### config.mk
export PLATFORM = sky130hd
export DESIGN_NAME = npq_cell
export DESIGN_NICKNAME = d
export VERILOG_FILES = /design/src/rtl/npq_pkg.sv /design/src/rtl/npq_cell.sv
export SDC_FILE = /design/constraint.sdc
export NUM_CORES = 1
export LEC_CHECK = 0
export BUFFER_PORTS_ARGS = -buffer_cell sky130_fd_sc_hd__buf_2
export CAP_MARGIN = 40
export CORE_UTILIZATION = 55
export CTS_CLUSTER_DIAMETER = 50
export DETAILED_ROUTE_END_ITERATION = 8
export PLACE_DENSITY = 0.77
export SLEW_MARGIN = 25
export SYNTH_ARGS = -nofsm -noshare
export SYNTH_HDL_FRONTEND = slang
export SYNTH_SLANG_ARGS = --single-unit
### constraint.sdc
create_clock -name clock -period 16.3 [get_ports clock]
set_input_delay 0 -clock clock [delete_from_list [all_inputs] [get_ports clock]]
set_output_delay 0 -clock clock [all_outputs]
set_load 0.03 [all_outputs]
### src/rtl/npq_pkg.sv
package npq_pkg;

   // palette geometry
   localparam int PALETTE_DEPTH = 16;
   localparam int CELL_W        = $clog2(PALETTE_DEPTH);
   localparam int COUNT_W       = $clog2(PALETTE_DEPTH + 1);

   // field widths
   localparam int ENTRY_W = 4;
   localparam int CHAN_W  = 8;
   localparam int DIST_W  = 18;
   localparam int SIZE_W  = 5;
   localparam int MATCH_W = (CELL_W > ENTRY_W) ? CELL_W : ENTRY_W;

   // stream packing
   localparam int REQ_FIELD_W = ENTRY_W + 3 * CHAN_W;
   localparam int REQ_DATA_W  = ((REQ_FIELD_W + 7) / 8) * 8;
   localparam int RSP_FIELD_W = ENTRY_W + 3 * CHAN_W + DIST_W;
   localparam int RSP_DATA_W  = ((RSP_FIELD_W + 7) / 8) * 8;

   localparam logic [DIST_W-1:0] DIST_INIT = '1;

   typedef enum logic {
      MODE_LOAD  = 1'b0,
      MODE_PIXEL = 1'b1
   } mode_type;

   typedef struct packed {
      logic [CHAN_W-1:0] red;
      logic [CHAN_W-1:0] green;
      logic [CHAN_W-1:0] blue;
   } color_type;

   // item travelling along the row of cells, with the running best match
   typedef struct packed {
      logic               valid;
      mode_type           mode;
      logic [ENTRY_W-1:0] entry_index;
      color_type          pixel;
      logic [MATCH_W-1:0] best_index;
      color_type          best_color;
      logic [DIST_W-1:0]  best_distance;
   } cell_bus_type;

   function automatic logic [2*CHAN_W-1:0] sq_diff(input logic [CHAN_W-1:0] a,
                                                   input logic [CHAN_W-1:0] b);
      logic [CHAN_W-1:0]   d;
      logic [2*CHAN_W-1:0] dw;
      d  = (a > b) ? (a - b) : (b - a);
      dw = {{CHAN_W{1'b0}}, d};
      return dw * dw;
   endfunction

   function automatic logic [DIST_W-1:0] color_distance(input color_type p,
                                                        input color_type c);
      return DIST_W'(sq_diff(p.red, c.red))
           + DIST_W'(sq_diff(p.green, c.green))
           + DIST_W'(sq_diff(p.blue, c.blue));
   endfunction

   // entries taking part in the search: zero counts as one, saturates at depth
   function automatic logic [COUNT_W-1:0] active_count(input logic [SIZE_W-1:0] size);
      logic [COUNT_W-1:0] n;
      if (size == '0) begin
         n = COUNT_W'(1);
      end else if (int'(size) > PALETTE_DEPTH) begin
         n = COUNT_W'(PALETTE_DEPTH);
      end else begin
         n = COUNT_W'(size);
      end
      return n;
   endfunction

endpackage

### src/rtl/npq_cell.sv
module npq_cell
   import npq_pkg::*;
(
   input  logic               clock,
   input  logic               reset,
   input  logic               advance,
   input  logic [MATCH_W-1:0] cell_index,
   input  logic               active,
   input  cell_bus_type       up_bus,
   output cell_bus_type       down_bus
);

   color_type         entry_ff, entry_in;
   cell_bus_type      bus_ff, bus_in;
   logic [DIST_W-1:0] distance;
   logic              load_hit;
   logic              take;

   always_comb begin
      distance = color_distance(up_bus.pixel, entry_ff);
      load_hit = up_bus.valid && (up_bus.mode == MODE_LOAD)
                 && (MATCH_W'(up_bus.entry_index) == cell_index);
      // strict less keeps the lowest index on ties
      take     = (up_bus.mode == MODE_PIXEL) && active
                 && (distance < up_bus.best_distance);
      entry_in = load_hit ? up_bus.pixel : entry_ff;
      bus_in   = up_bus;
      if (take) begin
         bus_in.best_index    = cell_index;
         bus_in.best_color    = entry_ff;
         bus_in.best_distance = distance;
      end
   end

   always_ff @(posedge clock) begin
      if (advance) begin
         entry_ff <= entry_in;
      end
   end

   always_ff @(posedge clock) begin
      if (reset) begin
         bus_ff.valid <= 1'b0;
      end else if (advance) begin
         bus_ff <= bus_in;
      end
   end

   assign down_bus = bus_ff;

endmodule

### Yosys cells after proc, flatten, opt, wreduce, memory -nomap -nowiden

Cells that the tools add are included.

* output and inout port bits: 76
* logic and storage cells: 42
* flip-flop bits (word level): 100

* magnitude comparators: 4
* bitwise gates (word level): 2
* reductions and logical operators: 6
* muxes and demuxes: 4
* equal/unequal tests: 1
* $add $sub $neg: 8
* multipliers: 3

Operators with widths (count)
* 8-bit by 8-bit multiplier with 16-bit output: 3
* 8-bit subtractor: 6
* 46-bit two-way mux: 1
* 8-bit greater-than comparator: 3
* 8-bit two-way mux: 3
* 17-bit by 16-bit adder with 18-bit output: 1
* 18-bit < comparator: 1
* 16-bit by 16-bit adder with 17-bit output: 1
* 4-bit equality test: 1
* 1-bit logical AND: 4
* 2-bit AND reduction: 2
* 1-bit inverter: 2

### Logic depth before layout (Yosys ltp)

Gate-level depths: netlist (run 1).

* word-level depth: 8
* depth in mapped cells: 44
* mapped depth without buffers: 40

### Worst setup path after synthesis (run 1)

No wires, ideal clock.

* path kind: register -> register
* start point: register entry_ff[16] (netlist bit)
* end point: register bus_ff (netlist bit down_bus[10]), data pin
* setup slack: 6.856 ns
* buffers on the path: 3
* cell stages (with the launch flop): 37
* data required time: 16.040 ns
* library setup time: 0.260 ns
* arrival time: 9.184 ns
* cells stage by stage: edfxtp_1 > ha_1 > inv_1 > fa_1 > a21o_1 > a221oi_2 > o22ai_2 > buf_6 > mux2i_4 > xnor2_2 > or2_1 > fa_1 > inv_1 > fa_1 > inv_1 > fa_1 > fa_1 > inv_1 > fa_1 > fa_1 > inv_1 > fa_1 > inv_1 > ha_1 > nand2_1 > o211ai_1 > a221oi_1 > o21ai_0 > a21oi_1 > xnor2_1 > ha_1 > nand4_1 > nor3_1 > a21o_1 > clkbuf_1 > clkbuf_1 > mux2_2

RTL lines
* start: declaration: RTL line npq_cell.sv:13 `color_type entry_ff, entry_in;`
* start signal: assignment: RTL line npq_cell.sv:37 `entry_ff <= entry_in;`
* end signal: assignment: RTL line npq_cell.sv:45 `bus_ff <= bus_in;`
* end: declaration: RTL line npq_cell.sv:14 `cell_bus_type bus_ff, bus_in;`

==> summary.md, run 1 <==
| Metric | Value |
|---|---|
| Syn Area/Cell | `10.2 µm²` |
| Chip width | `146 µm` |
| Synthesized net count | `1488` |
| Worst-Margin Slew | `0.774 ns` |
| CP delay by family, top | `adder cells` |
| Area Overhead vs Synth | `19.4%` |
| Global-route wire length before repair | `41200 µm` |
| Setup TNS | `0 ns` |
| Worst skew pair latency | `0.37 ns` |
| Io pins | `160` |
| Number of enable flip-flop cells after synthesis | `99` |
| WP data arrival | `11.30 ns` |
| Yosys cell types | `62` |
| WL per Instance | `14.7 µm` |
| Worst path max stage delay | `0.61 ns` |
| Via density | `5.17` |
| Rel. slew slack | `48.0%` |
| DRC viols | `0` |
| CP Data Required Time | `16.42 ns` |
| Fraction of layout cells with a size suffix above 1 | `17.5%` |
| RSZ-0062 raised after global routing | `no` |
| Crit Path Class | `in2reg` |
| CTS resizes | `0` |
| Top cell by count, worst path | `fa_1` |
| Maximum clock frequency | `0.0895 GHz` |
| Clk slew on worst S/H paths | `0.08 ns` |
| Fill cell count | `1576` |
| Period utilisation layout | `68.6%` |
| Initial antenna violation count | `0` |
| Die area | `21500 µm²` |
| Post-synthesis instance total | `1124` |
| Status | `finished clean` |
| Vias in the first global route | `9010` |
| Prevailing post-synth register cell | `edfxtp_1` |
| CP startpoint kind | `primary input` |
| Synth warnings | `0` |
| Root Buffer | `clkbuf_16` |
| Clock Path Buffers | `2` |
| DIE HEIGHT | `146 µm` |
| Post-route minimum period | `11.18 ns` |
| Antenna-violating nets left | `0` |
| Worst hold path class | `in2reg` |
| ANT cells | `0` |
| HPWL after DPL | `18500 µm` |
| CTS sink cnt | `100` |
| Row count | `52` |
| Drt first pass iters | `7` |
| Final setup fails | `0` |
| RD Place Congestion | `0.927` |
| Setup Buffers After CTS | `0` |
| Number of port buffers | `159` |
| Max FO, Critical Path | `72` |
| Synthesized area | `11500 µm²` |
| CTS buffer count | `9` |
| Pin count of the biggest net entering global routing | `73` |
| Initial cell density of the core | `56.4%` |
| Hold-fix buffers at CTS | `80` |
| Critical path endpoint category | `flip-flop` |
| Seq cells post-synth | `100` |
| Hold slack | `0.0296 ns` |
| H-tree levels | `3` |
| Seq/Total Area, Yosys | `26.1%` |
| Hold Violations, Final | `0` |
| Critical path's slowest cell | `buf_4` |
| Max Slew Vio Count | `0` |
| Core Box Area | `20400 µm²` |
| Clk_skew | `0.00778 ns` |
| Nets | `1722` |
| Starting DRC count in detailed routing | `390` |
| WL final | `24100 µm` |
| CTS tree | `yes` |
| Critical path buffer and inverter count | `10` |
| Async set or reset register ratio after synthesis | `0%` |
| Routed vias | `8445` |
| GRT Util Overall | `24.0%` |
| Maxcap violations | `0` |
| GRT Residual Overflow | `0` |
[kinds of logic (layout without fill, tap and decap cells)]
group / Yosys count / after routing / synth area share [%]
AO/OA/AOI/OAI: 160 / 160 / 8.90
XOR/XNOR: 38 / 38 / 3.29
adder cells (fa/ha/maj): 280 / 280 / 39.6
buffers and inverters: 301 / 540 / 10.1
flip-flops: 100 / 100 / 26.1
multiplexers: 34 / 34 / 3.44
AND/OR/NAND/NOR: 211 / 211 / 8.57
[state kept, by name, summed over array words and instances (netlist names)]
name,count
down_bus,76
entry_ff,24
[area by class of cell]
type | count | area (µm²) | share of cell area (%)
well taps | 270 | 338 | 2.46
inverters | 274 | 1030 | 7.50
multi-input cells | 723 | 7340 | 53.5
clock buffers | 9 | 225 | 1.64
clock inverters | 7 | 91.3 | 0.666
flip-flops and latches | 100 | 2990 | 21.8
repair buffers | 250 | 1700 | 12.4
[routing by layer]
layer / track usage, % / wire (µm) / part of all wire [%]
met5: 0 / 0 / 0
met4: 7.86 / 556 / 2.3
met3: 3.47 / 1090 / 4.5
met2: 43.2 / 12500 / 52
met1: 29.5 / 9900 / 41
[cell usage in the layout (no fill, tap or decap), types with 3 or more instances in the layout]
cell type      Yosys  routed
inv_2              5       5
and2_1             4       4
or2_2              7       7
a21boi_0           3       3
a21o_1            19      18
dlygate4sd3_1      0      80
o21bai_1          11      11
nor2_1            79      79
o21ai_0           44      44
nand2_1           52      52
xnor2_1           18      18
clkinv_8           0       3
or2_1              6       6
clkbuf_4           0       3
inv_1            269     269
and3_1             6       6
xnor2_2            4       4
xor2_1            14      14
nand4_1            7       7
a21oi_1           43      43
ha_1             141     141
o21a_1             4       4
clkbuf_16          0       9
a211oi_1           8       8
nand3_1            7       7
edfxtp_1          99      99
nand2b_1          19      19
a31oi_1            4       4
buf_4              1       6
nor3_1             7       6
o211ai_1           3       3
mux2_2            21      21
mux2i_1           10      10
fa_1             139     139
nor2b_1            8       7
buf_2             10     160
[worst reg2reg max path, delay by kind of cell, from the launching register on]
family,cells,cell delay (ns)
AND/OR/NAND/NOR,4,0.60
multiplexers,1,0.44
buffers and inverters,7,1.45
adder cells (fa/ha/maj),11,4.93
AO/OA/AOI/OAI,10,2.43
XOR/XNOR,2,0.67
flip-flops,1,0.35
[synth_stat cells (5+ instances only)]
cell	instances	share of area [%]
or2_1	6	0.33
buf_2	10	0.44
mux2_2	21	2.1
ha_1	141	15
nor2b_1	8	0.44
clkbuf_1	13	0.43
xnor2_1	18	1.4
and3_1	6	0.33
a21oi_1	43	1.9
nand2b_1	19	1.0
nand4_1	7	0.38
o21ai_0	44	1.9
mux2i_1	10	0.87
fa_1	139	24
nand3_1	7	0.31
inv_2	5	0.16
nand2_1	52	1.7
o21bai_1	11	0.72
edfxtp_1	99	26
nor3_1	7	0.31
xor2_1	14	1.1
or2_2	7	0.38
nor2_1	79	2.6
a211oi_1	8	0.52
inv_1	269	8.8
a21o_1	19	1.2
[stage by stage]
stage	cells	setup WS, ns	instance area, µm²	util [%]
after floorplan	1124	6.86	11500	-
after global routing	1633	4.53	13700	67.3
after detailed placement	1533	5.61	12600	61.7
after CTS	1629	5.00	13700	67.2
final	1633	5.12	13700	67.3
after global placement	1532	5.90	12500	61.6
[final timing paths]
kind / cells after the start / to / slack (ns) / startpoint
worst max-delay path: 38 / down_bus[42] / 5.12 / up_bus[62]
worst min-delay path: 3 / down_bus[5] / 0.03 / up_bus[5]
worst max register to register: 35 / down_bus[42] / 5.19 / entry_ff[16]
worst min register to register: 2 / down_bus[41] / 0.64 / entry_ff[23]
Power of run 1 is not shown: default switching activity piles up to over one toggle a cycle in this logic, so the estimate is an artifact.
==> inputs of run 2 (changes only) <==
ABC_AREA = 1   (was default)
PLACE_DENSITY = 0.8   (was 0.77)
clock period = 10.25 ns   (was 16.3 ns; I/O delays follow)
==> summary.md, run 2 <==
| Metric | Value |
|---|---|
| Top cells by count, synth | `inv_1, nand2_1, ha_1` |
| Via density | `5.11 (-1.1%)` |
| Top cell by count, worst path | `nand2_1` |
| Top cells by area, synth | `edfxtp_1, fa_1, ha_1` |
| GRT Residual Overflow | `0 (unchanged)` |
| Synthesized net count | `1794 (+21%)` |
| Simple-gate portion of the synthesized area | `19.1% (+11 points)` |
| Chip width | `151 µm (+2.9%)` |
| GRT Util Overall | `27.1% (+3.1 points)` |
| CP startpoint kind | `primary input` |
| Maximum clock frequency | `0.105 GHz` |
| Async set or reset register ratio after synthesis | `0% (unchanged)` |
| Max Slew Vio Count | `0 (unchanged)` |
| Period utilisation layout | `92.6%` |
| Status | `finished clean` |
| Fill cell count | `1764 (+12%)` |
| Area occupied by multi-input gates | `7770 µm² (+5.8%)` |
| Die area | `22700 µm² (+5.8%)` |
| Worst skew pair latency | `0.37 ns (about the same)` |
| Clock Path Buffers | `2 (unchanged)` |
| XOR/XNOR Fraction of Synth Area | `1.94% (-1.3 points)` |
| Yosys cell types | `37 (-40%)` |
| Maxcap violations | `0 (unchanged)` |
| CTS tree | `yes` |
| DRC viols | `0 (unchanged)` |
| Commonest non-fill, non-tap cell in the layout | `inv_1` |
| HPWL after DPL | `22800 µm (+24%)` |
| Antenna-violating nets left | `0 (unchanged)` |
| Core Box Area | `21800 µm² (+6.8%)` |
| Synth top area share | `24.4% (-1.4 points)` |
| CTS buffer count | `9 (unchanged)` |
| Initial antenna violation count | `1 (+1)` |
| Final setup fails | `0 (unchanged)` |
| CTS resizes | `0 (unchanged)` |
| Number of port buffers | `159 (unchanged)` |
| WL final | `28700 µm (+19%)` |
| RD Place Congestion | `0.912 (-1.6%)` |
| Most frequent cell after synthesis | `inv_1` |
| Area Overhead vs Synth | `18.6%` |
| H-tree levels | `3 (unchanged)` |
| WP data arrival | `9.71 ns (-1.59 ns)` |
| Prevailing post-synth register cell | `edfxtp_1` |
| Commonest non-fill, non-tap cells in the layout | `inv_1, nand2_1, buf_2, ha_1, fa_1` |
| WL per Instance | `14.7 µm (-0.36%)` |
| Row count | `54 (+3.8%)` |
| Adder-cell share of the synthesized area | `37.4% (-2.2 points)` |
| RSZ-0062 raised after global routing | `no` |
| Critical path's slowest cell | `dlygate4sd3_1` |
| Largest family of logic cells by synthesized area | `adder cells` |
| Root Buffer | `clkbuf_16` |
| Synthesized area | `12200 µm² (+5.9%)` |
| FF/Latch Area | `2990 µm² (unchanged)` |
| Rel. slew slack | `55.1% (+7.1 points)` |
| Routed vias | `9994 (+18%)` |
| Reg2Reg Setup Slack | `0.78 ns (-4.41 ns)` |
| Drt first pass iters | `5 (-2)` |
| ANT cells | `0 (unchanged)` |
| Fraction of layout cells with a size suffix above 1 | `15.3% (-2.2 points)` |
| DIE HEIGHT | `151 µm (+2.9%)` |
| Worst Setup SP | `up_bus[62]` |
| Syn Area/Cell | `8.50 µm² (-17%)` |
| Clk_skew | `0.0209 ns (+0.0131 ns)` |
| Reg2Reg Launch Point | `entry_ff[16]` |
| CP Data Required Time | `10.47 ns (-5.95 ns)` |
| Critical path endpoint category | `flip-flop` |
| Reg2Reg Depth | `44 (+26%)` |
| Max reg flops | `76 (unchanged)` |
| Hold slack | `0.0106 ns (-0.0190 ns)` |
| Starting DRC count in detailed routing | `532 (+36%)` |
| Pin count of the biggest net entering global routing | `60 (-18%)` |
| Synth warnings | `0 (unchanged)` |
| Post-synthesis instance total | `1430 (+27%)` |
| Worst hold path class | `in2reg` |
| Worst path max stage delay | `0.55 ns (-0.06 ns)` |
| Post-route minimum period | `9.49 ns` |
| Worst setup endpoint | `down_bus[45]` |
| Post-synthesis mux area share | `0% (-3.4 points)` |
| Crit Path Class | `in2reg` |
| Nets | `2033 (+18%)` |
| Number of enable flip-flop cells after synthesis | `99 (unchanged)` |
| Worst-Margin Slew | `0.671 ns (-0.103 ns)` |
| CTS sink cnt | `100 (unchanged)` |
| Hold Violations, Final | `0 (unchanged)` |
| Setup TNS | `0 ns (unchanged)` |
| Post-synth top area cell | `edfxtp_1` |
| Seq/Total Area, Yosys | `24.6% (-1.5 points)` |
| Initial cell density of the core | `55.9% (-0.49 points)` |
| Reg2reg end | `down_bus[45]` |
| Max FO, Critical Path | `11 (-85%)` |
| Io pins | `160 (unchanged)` |
| Vias in the first global route | `10300 (+15%)` |
| Seq cells post-synth | `100 (unchanged)` |
| Clk slew on worst S/H paths | `0.07 ns (about the same)` |
| Global-route wire length before repair | `48000 µm (+17%)` |
| Synth Area in Compound Gates | `5.36% (-3.5 points)` |
==> run 2: changes by cell type in the layout (fill, tap and decap cells not counted), moves of 10 or more <==
| cell | before | now |
|---|---|---|
| nand3_1 | 7 | 41 |
| nor2_1 | 79 | 98 |
| nor2_2 | 0 | 13 |
| inv_1 | 269 | 338 |
| mux2i_1 | 10 | 0 |
| nand2b_1 | 19 | 1 |
| a21o_1 | 18 | 5 |
| nand2_2 | 0 | 22 |
| xnor2_1 | 18 | 8 |
| inv_2 | 5 | 16 |
| nand2_1 | 52 | 332 |
| mux2_2 | 21 | 0 |
==> run 2: area by class of cell <==
class                      count  share of cell area [%]
multi-input combinational    960                    53.8
sequential                   100                    20.7
timing repair buffer         244                    11.5
inverter                     354                    9.21
tap                          280                    2.43
clock buffer                   9                    1.56
clock inverter                 7                   0.668
==> run 2: how the worst min path moves through the flow <==
stage	from	to	slack, ns	depth (start not counted)
floorplan	reset	down_bus[75]	0.07	1
global placement	up_bus[73]	down_bus[73]	0.20	1
finish	up_bus[31]	down_bus[31]	0.01	3
global route	up_bus[31]	down_bus[31]	0.04	3
CTS	up_bus[31]	down_bus[31]	0.005	3
detailed placement	up_bus[73]	down_bus[73]	0.20	1
==> run 2: metal layers <==
| layer | vias to the layer above | GRT usage, % | part of all wire (%) |
|---|---|---|---|
| li1 | 4833 | - | - |
| met1 | 4796 | 33.2 | 41 |
| met2 | 307 | 49.4 | 52 |
| met3 | 56 | 3.27 | 4.6 |
| met4 | 2 | 9.00 | 2.9 |
| met5 | - | 0 | 0.035 |
==> run 2: worst max-delay path: cells and delay by family <==
family          cells  cell delay [ns]
fa+ha+maj          11             4.88
buf+inv            13             2.08
compound gates      3             0.41
simple gates       20             2.34
==> run 2: logic make-up after synthesis <==
family | count (synthesis)
AOI/OAI and AO/OA | 110
xor gates and xnor gates | 27
adders and majority gates | 280
buffers and inverters | 370
DFF | 100
and+or+nand+nor | 543
==> run 2: timing repair <==
action / CTS / global route
hold buffers: 79 / 0
buffers inserted: 0 / 1
hold endpoints to repair: 99 / 0
endpoints found under the setup margin: 0 / 1
==> run 2: stage by stage <==
step                      std cells  instance area, µm²  setup WS [ns]  utilization (%)
after detailed placement       1858               13300           1.19             61.2
after global placement         1857               13300           1.39             61.0
after global routing           1954               14400         0.0898             66.3
final                          1954               14400          0.760             66.3
after floorplan                1430               12200           2.28                -
after CTS                      1953               14400          0.717             66.3
Power of run 2 is left out for the same reason.
==> inputs of run 3 (changes only) <==
HOLD_SLACK_MARGIN = 0.06   (was default)
PLACE_DENSITY = 0.77   (was 0.8)
clock period = 9.9 ns   (was 10.25 ns; I/O delays follow)
==> summary.md, run 3 (same netlist as run 2, synthesis figures left out) <==
| Metric | Value |
|---|---|
| Commonest non-fill, non-tap cells in the layout | `inv_1, nand2_1, buf_2, ha_1, fa_1` |
| Via density | `5.11 (-0.12%)` |
| GR peak layer | `met2` |
| DRC viols | `0 (unchanged)` |
| Root Buffer | `clkbuf_16` |
| Reg2Reg Depth | `39 (-11%)` |
| Crit Path Class | `reg2reg` |
| Rel. slew slack | `65.6% (+11 points)` |
| GRT Util Overall | `26.7% (-0.47 points)` |
| Worst hold path class | `in2reg` |
| Reg2Reg Setup Slack | `0.60 ns (-0.18 ns)` |
| RD Place Congestion | `0.946 (+3.8%)` |
| Worst skew pair latency | `0.37 ns (about the same)` |
| Critical path's slowest cell | `fa_1` |
| H-tree levels | `3 (unchanged)` |
| CTS sink cnt | `100 (unchanged)` |
| Number of port buffers | `159 (unchanged)` |
| Starting DRC count in detailed routing | `443 (-17%)` |
| WL final | `28300 µm (-1.3%)` |
| ANT cells | `0 (unchanged)` |
| HPWL after DPL | `22800 µm (about the same)` |
| Clk_skew | `0.0214 ns (+0.000524 ns)` |
| CTS tree | `yes` |
| Final setup fails | `0 (unchanged)` |
| CP startpoint kind | `flip-flop` |
| CTS buffer count | `9 (unchanged)` |
| Initial cell density of the core | `55.9% (unchanged)` |
| CP Data Required Time | `10.01 ns (-0.46 ns)` |
| Max reg flops | `76 (unchanged)` |
| Post-route minimum period | `9.30 ns` |
| Pin count of the biggest net entering global routing | `60 (unchanged)` |
| Die area | `22700 µm² (unchanged)` |
| Met1 usage | `31.6% (-1.6 points)` |
| WP data arrival | `9.41 ns (-0.30 ns)` |
| Max Slew Vio Count | `0 (unchanged)` |
| Worst setup endpoint | `down_bus[45]` |
| Top cell by count, worst path | `nand2_1` |
| Io pins | `160 (unchanged)` |
| Core Box Area | `21800 µm² (unchanged)` |
| Nets | `2034 (+0.049%)` |
| Commonest non-fill, non-tap cell in the layout | `inv_1` |
| Cell area after layout | `14400 µm² (about the same)` |
| Grt met3 use | `3.88% (+0.61 points)` |
| Clock Path Buffers | `2 (unchanged)` |
| Reg2reg end | `down_bus[45]` |
| GRT Residual Overflow | `0 (unchanged)` |
| WL per Instance | `14.5 µm (-1.3%)` |
| Worst path max stage delay | `0.56 ns (about the same)` |
| Antenna-violating nets left | `0 (unchanged)` |
| Area Overhead vs Synth | `18.7% (about the same)` |
| Reg2Reg Launch Point | `entry_ff[3]` |
| Worst Setup SP | `entry_ff[3]` |
| Setup TNS | `0 ns (unchanged)` |
| Initial antenna violation count | `0 (-1)` |
| Global-route wire length before repair | `46800 µm (-2.4%)` |
| Fill cell count | `1830 (+3.7%)` |
| Clk slew on worst S/H paths | `0.09 ns (+0.02 ns)` |
| Row count | `54 (unchanged)` |
| Maxcap violations | `0 (unchanged)` |
| Hold Violations, Final | `0 (unchanged)` |
| M2 GR Usage | `48.9% (-0.44 points)` |
| Maximum clock frequency | `0.108 GHz` |
| Vias in the first global route | `10300 (-0.54%)` |
| Chip width | `151 µm (unchanged)` |
| Critical path endpoint category | `flip-flop` |
| Routed vias | `9987 (-0.070%)` |
| Period utilisation layout | `93.9%` |
| Status | `finished clean` |
| Placed Area | `13300 µm² (unchanged)` |
| Worst-Margin Slew | `0.515 ns (-0.156 ns)` |
| DIE HEIGHT | `151 µm (unchanged)` |
| Drt first pass iters | `5 (unchanged)` |
| Max FO, Critical Path | `11 (unchanged)` |
| Fraction of layout cells with a size suffix above 1 | `15.3% (+0.051 points)` |
-- run 3: worst min-delay path by stage --
stage	startpoint	end	slack [ns]	cells after the start
floorplan	reset	down_bus[75]	0.07	1
global placement	up_bus[73]	down_bus[73]	0.20	1
detailed placement	up_bus[72]	down_bus[72]	0.21	1
CTS	cell_index[1]	down_bus[43]	0.14	3
global route	cell_index[1]	down_bus[43]	0.20	3
finish	cell_index[1]	down_bus[43]	0.16	3
-- run 3: critical path: cells and delay by family, from the launching register on --
family,cells,cell delay [ns]
adder cells (fa/ha/maj),10,4.86
AO/OA/AOI/OAI,3,0.48
AND/OR/NAND/NOR,20,2.26
buffers and inverters,6,1.01
flip-flops,1,0.40
-- run 3: metal layers --
layer | routed length [µm] | vias to the layer above
met5 | 0 | -
met4 | 793 | 0
met3 | 1430 | 55
met2 | 14600 | 299
met1 | 11500 | 4797
li1 | - | 4836
-- run 3: final cells by class --
cell class                 count  area (µm²)  share of cell area (%)
clock buffer                   9         225                    1.56
clock inverter                 7        91.3                   0.633
inverter                     354        1330                    9.20
multi-input combinational    960        7770                    53.9
sequential                   100        2990                    20.7
tap                          280         350                    2.43
timing repair buffer         245        1670                    11.6
-- run 3: metrics by stage --
step	std cells	util (%)	setup WS (ns)	hold WS, ns
after floorplan	1430	-	1.93	0.0691
after detailed placement	1858	61.2	0.750	0.207
after global routing	1955	66.4	-0.00159	0.201
after global placement	1857	61.0	1.07	0.199
after CTS	1954	66.3	0.190	0.143
final	1955	66.4	0.600	0.157
-- run 3: what timing repair did --
item                                    in CTS  in global routing
buffers inserted                             0                  1
hold buffers                                80                  0
endpoints found under the setup margin       0                  3
hold endpoints to repair                   100                  0
gates resized for setup                      0                  2
Power of run 3 is left out for the same reason.
